## config.mk

```make
export PLATFORM = sky130hd
export DESIGN_NAME = rbsi_div
export DESIGN_NICKNAME = d
export VERILOG_FILES = /design/src/hdl/ray_box_slab_intersect_unit_macros.svh /design/src/hdl/rbsi_pkg.sv /design/src/hdl/rbsi_div.sv
export SDC_FILE = /design/constraint.sdc
export NUM_CORES = 2
export LEC_CHECK = 0
export BUFFER_PORTS_ARGS = -buffer_cell sky130_fd_sc_hd__buf_2
export CAP_MARGIN = 20
export CORE_ASPECT_RATIO = 1.1
export CORE_MARGIN = 4
export CORE_UTILIZATION = 55
export DETAILED_ROUTE_END_ITERATION = 7
export PLACE_DENSITY = 0.71
export SYNTH_ARGS = -nofsm -noshare
export SYNTH_HDL_FRONTEND = slang
export SYNTH_SLANG_ARGS = --single-unit
```

## constraint.sdc

```tcl
create_clock -name clock -period 7.5 [get_ports clock]
set_input_delay 1.5 -clock clock [delete_from_list [all_inputs] [get_ports clock]]
set_output_delay 1.5 -clock clock [all_outputs]
set_load 0.01 [all_outputs]
```

## src/hdl/ray_box_slab_intersect_unit_macros.svh

```systemverilog
// Assertion macros shared by the ray box slab intersect unit.
`ifndef RAY_BOX_SLAB_INTERSECT_UNIT_MACROS_SVH
`define RAY_BOX_SLAB_INTERSECT_UNIT_MACROS_SVH

// Same-cycle implication, checked on the rising clock edge outside reset.
`define RBSI_ASSERT_NOW(label, clk, rst, ante, cons) \
   label: assert property (@(posedge clk) disable iff (rst) (ante) |-> (cons)) \
      else $error("rbsi assertion failed");

// Implication with a fixed delay in cycles.
`define RBSI_ASSERT_LATER(label, clk, rst, ante, dly, cons) \
   label: assert property (@(posedge clk) disable iff (rst) (ante) |-> ##dly (cons)) \
      else $error("rbsi assertion failed");

`endif

```

## src/hdl/rbsi_pkg.sv

```systemverilog
// Package with the constants and types of the ray box slab intersect unit.
package rbsi_pkg;

   localparam int unsigned DIV_STEPS = 32;
   localparam int unsigned DIV_LAT   = DIV_STEPS + 2;
   localparam int unsigned RESP_LAT  = DIV_LAT + 5;

   localparam logic signed [31:0] QMAX = 32'sh7FFF_FFFF;
   localparam logic signed [31:0] QMIN = 32'sh8000_0000;

   localparam logic [15:0] AXIS_EPS_RESET = 16'd1;
   localparam logic [15:0] CLIP_EPS_RESET = 16'd1;

   typedef enum logic [0:0] {
      REG_AXIS_EPS = 1'b0,
      REG_CLIP_EPS = 1'b1
   } reg_index_type;

   typedef struct packed {
      logic       valid;
      logic [2:0] parallel;
      logic       contained;
   } side_type;

endpackage

```

## src/hdl/rbsi_div.sv

```systemverilog
// Pipelined signed Q16.16 slab divider with saturation, one bit per stage.
module rbsi_div (
   input  logic               clock,
   input  logic [31:0]        n_mag,
   input  logic [31:0]        d_mag,
   input  logic               neg,
   output logic signed [31:0] quot
);
   import rbsi_pkg::*;

   logic [31:0] rem_ff [0:DIV_STEPS];
   logic [31:0] q_ff   [0:DIV_STEPS];
   logic [15:0] low_ff [0:DIV_STEPS];
   logic [31:0] dv_ff  [0:DIV_STEPS];
   logic        neg_ff [0:DIV_STEPS];
   logic        ovf_ff [0:DIV_STEPS];
   logic signed [31:0] quot_ff;
   logic signed [31:0] quot_in;
   logic        ovf_in;

   assign ovf_in = (d_mag[31:16] == 16'd0) && (n_mag >= {d_mag[15:0], 16'd0});

   always_ff @(posedge clock) begin
      rem_ff[0] <= {16'd0, n_mag[31:16]};
      q_ff[0]   <= '0;
      low_ff[0] <= n_mag[15:0];
      dv_ff[0]  <= d_mag;
      neg_ff[0] <= neg;
      ovf_ff[0] <= ovf_in;
   end

   for (genvar k = 0; k < DIV_STEPS; k++) begin : g_step
      logic        bit_in;
      logic [32:0] trial;
      logic        take;
      if (k < 16) begin : g_low
         assign bit_in = low_ff[k][15-k];
      end else begin : g_zero
         assign bit_in = 1'b0;
      end
      assign trial = {rem_ff[k], bit_in};
      assign take  = trial >= {1'b0, dv_ff[k]};
      always_ff @(posedge clock) begin
         rem_ff[k+1] <= take ? 32'(trial - {1'b0, dv_ff[k]}) : trial[31:0];
         q_ff[k+1]   <= {q_ff[k][30:0], take};
         low_ff[k+1] <= low_ff[k];
         dv_ff[k+1]  <= dv_ff[k];
         neg_ff[k+1] <= neg_ff[k];
         ovf_ff[k+1] <= ovf_ff[k];
      end
   end

   always_comb begin
      if (neg_ff[DIV_STEPS]) begin
         if (ovf_ff[DIV_STEPS] || (q_ff[DIV_STEPS] > 32'h8000_0000)) begin
            quot_in = QMIN;
         end else begin
            quot_in = -$signed(q_ff[DIV_STEPS]);
         end
      end else begin
         if (ovf_ff[DIV_STEPS] || q_ff[DIV_STEPS][31]) begin
            quot_in = QMAX;
         end else begin
            quot_in = $signed(q_ff[DIV_STEPS]);
         end
      end
   end

   always_ff @(posedge clock) begin
      quot_ff <= quot_in;
   end

   assign quot = quot_ff;

endmodule

```

==> results.toml <==
[synth]
syn_nets = 13800
synth_edf_count = 0
synthCells = 12600
synthDistinctLibCells = 81
ys_seq_area_share_pct = 46.8
ys_top_cells_by_area = "dfxtp_1 (47%), ha_1 (11%), a21oi_1 (4.3%)"
syn_area_um2 = 119000
synth.avg_cell_area_um2 = 9.45
synth-async-reset-ratio_pct = 0
ys_ff_latch = 2794
synth_top_area_share_pct = 46.8
yosys.area.top_type = "dfxtp_1"
synth-main-ff-cell = "dfxtp_1"
yosys_warnings = 0

[cts]
tritoncts = "done"
clk_pin_slew_worst_paths_ps = 60
clockBufferDepth = 4
insertion_delay_ps = 940
cts_buffers = 299
cts_hold_buf = 0
cts_setup_buffers = 0
ctsRootBufferMaster = "clkbuf_16"
htreeDepth = 5
ctsResizeCount = 0
cts.sinks = 2794

[power]
ir_drop_mv = 0.299
leakage_nw = 62.7
pwr_density_cell_nw_per_um2 = 438
finalPower_mw = 58.4

[routing]
wl_mm = 302
drcViolationCount = 0
dr.pass1.iters = 8
via_count = 88400
first_iter_violations = 5286
routed_via_density = 5.55
wl_per_cell_um = 19.0
ant_nets = 0

[global_routing]
first_global_vias = 89000
grt_overflow = 0
grt_pass1_wl_mm = 470
grt_start_max_net_pins = 65
antenna_found_initial = 8
track_usage_pct = 26.1

[worst_setup_path]
end_kind = "register"
critPathSlowestCell = "o311ai_0"
arrival_ps = 5400
crit_path_start_kind = "register"
crit_type = "reg2reg"
required_ps = 8240
worst-path-stages = 13
cp-startpoint = "q_ff[32][1]"
reg2regPathDepth = 13
cp_top_family = "simple AND/OR/NAND/NOR gates"
rrSetupSlack_ps = 2840
r2r-end = "quot[16]"
worstPathCellList = "inv_1, ha_1, nor3b_1, nand3_1, nor3_1, inv_1, nor3_1, nand3_1, nor3_1, nand2_1, nand2_1, nand2_1, o311ai_0"
crit_end = "quot[16]"
critPathMaxStageDelay_ps = 870
rr_startpoint = "q_ff[32][1]"
path_max_fanout = 19
worst-path-buf-inv = 2

[sta]
setup_tns_ps = 0
holdWs_ps = 302
worstMarginPinSlew_ps = 1260
grt_setup_unrepaired = "false"
slew_headroom_pct = 15.9
period_needed_ps = 4660
hold_viol_final = 0
period_share_pct = 62.2
fin_skew_ps = 56.9
timing.fmax_mhz = 215
drv_slew = 0
final-setup-viol-count = 0

[floorplan]
die_w_um = 452
dieArea_um2 = 225000
io_pins = 98
core_um2 = 216000
num_rows = 179
start_util_pct = 55.3
die_h_um = 497

[place]
placed_cells_incl_taps = 15400
dp.final_hpwl_mm = 238
postPlaceCellArea_um2 = 123000
port_buffers = 97
gp_congestion = 0.992

[finish]
final_layout_size_suffix_gt1_share_pct = 7.61
design_area_um2 = 133000
layout_commonest_cell = "dfxtp_1"
mostFrequentLayoutCells = "dfxtp_1 (2,794), inv_1 (1,293), ha_1 (1,025)"
fin_nets = 13900
final_cell_count_no_fill = 15900
area_delta_synth_final_pct = 11.5

[run]
max-cap-violations = 0

[min_path]
hp-class = "reg2reg"

[status]
status = "finished clean"
==> metrics by stage <==
| stage | setup WS (ps) | util (%) |
|---|---|---|
| floorplan | 3840 | - |
| global placement | 2630 | 57.0 |
| detailed placement | 2910 | 57.0 |
| CTS | 2880 | 61.6 |
| global route | 2460 | 61.7 |
| finish | 2840 | 61.7 |
==> worst min-delay path by stage <==
| stage | cells after the start | slack [ps] | from | endpoint |
|---|---|---|---|---|
| after floorplan | 0 | 310 | low_ff[0][84] | low_ff[0][100] |
| after global placement | 0 | 310 | q_ff[12][11] | q_ff[13][12] |
| after detailed placement | 0 | 310 | q_ff[29][10] | q_ff[30][11] |
| after CTS | 0 | 300 | q_ff[14][10] | q_ff[15][11] |
| after global routing | 0 | 310 | low_ff[0][3] | low_ff[0][19] |
| final | 0 | 300 | ovf_ff[24] | ovf_ff[25] |
==> cells in the mapped netlist, types with 23 or more instances <==
master and number:
and3_1 97, clkbuf_1 270, a211oi_1 55, nor3_1 120, o31ai_1 68, a21o_1 543, a21boi_0 51, nor4_1 42
a211o_1 26, ha_1 1025, or3_1 28, a31oi_1 118, nor2b_1 171, fa_1 31, a31o_2 25, o211ai_1 23
o21ai_0 921, dfxtp_1 2794, o311ai_0 26, inv_1 1293, nand3_1 174, nand4_1 161, o21bai_1 117, a221oi_1 28
xnor2_1 455, nor2_1 629, and2_1 59, nand2_1 992, and4_1 33, nand2b_1 124, a21oi_1 1025, mux2_2 267
o21a_1 117, xor2_1 388
==> logic make-up after synthesis <==
family | after synthesis | share of synthesized area (%)
AO/OA/AOI/OAI | 3372 | 17.4
flip-flops | 2794 | 46.8
AND/OR/NAND/NOR | 2716 | 10.7
buffers and inverters | 1581 | 4.97
adder cells (fa/ha/maj) | 1056 | 11.3
XOR/XNOR | 843 | 6.18
multiplexers | 286 | 2.68
==> state kept, by name (all words and copies together), names as in the netlist <==
| register | cells |
|---|---|
| dv_ff | 1024 |
| low_ff | 136 |
| neg_ff | 33 |
| ovf_ff | 33 |
| q_ff | 528 |
| quot | 32 |
| rem_ff | 1008 |
==> cell type report <==
| cell class | instances | area, um^2 |
|---|---|---|
| Tap cell | 2896 | 3620 |
| Antenna cell | 3 | 7.51 |
| Fill cell | 18000 | 82900 |
| Clock inverter | 113 | 1450 |
| Sequential cell | 2794 | 55900 |
| Inverter | 1293 | 4850 |
| Timing Repair Buffer | 152 | 933 |
| Clock buffer | 406 | 8570 |
| Multi-Input combinational cell | 8273 | 57900 |
==> worst reg2reg max path, delay by kind of cell, from the launching register on <==
family	cells	cell delay (ps)
flops	1	330
compound gates	1	880
buf+inv	2	150
simple gates	9	2960
fa+ha+maj	1	170
==> power breakdown <==
part / internal (mW) / leakage (nW) / switching, mW
Sequential: 18.3 / 23.4 / 2.07
Clock: 9.05 / 4.90 / 5.85
Combinational: 9.97 / 34.4 / 13.2
==> metal layers <==
layer  up-vias  wire [um]  track usage, %
li1      43900          -               -
met1     41400     110000            26.3
met2      2240     157000            49.0
met3       905      12700            4.00
met4         2      22700            17.8
met5         -         16               0
Note: power is estimated with default switching activity, not from simulation.
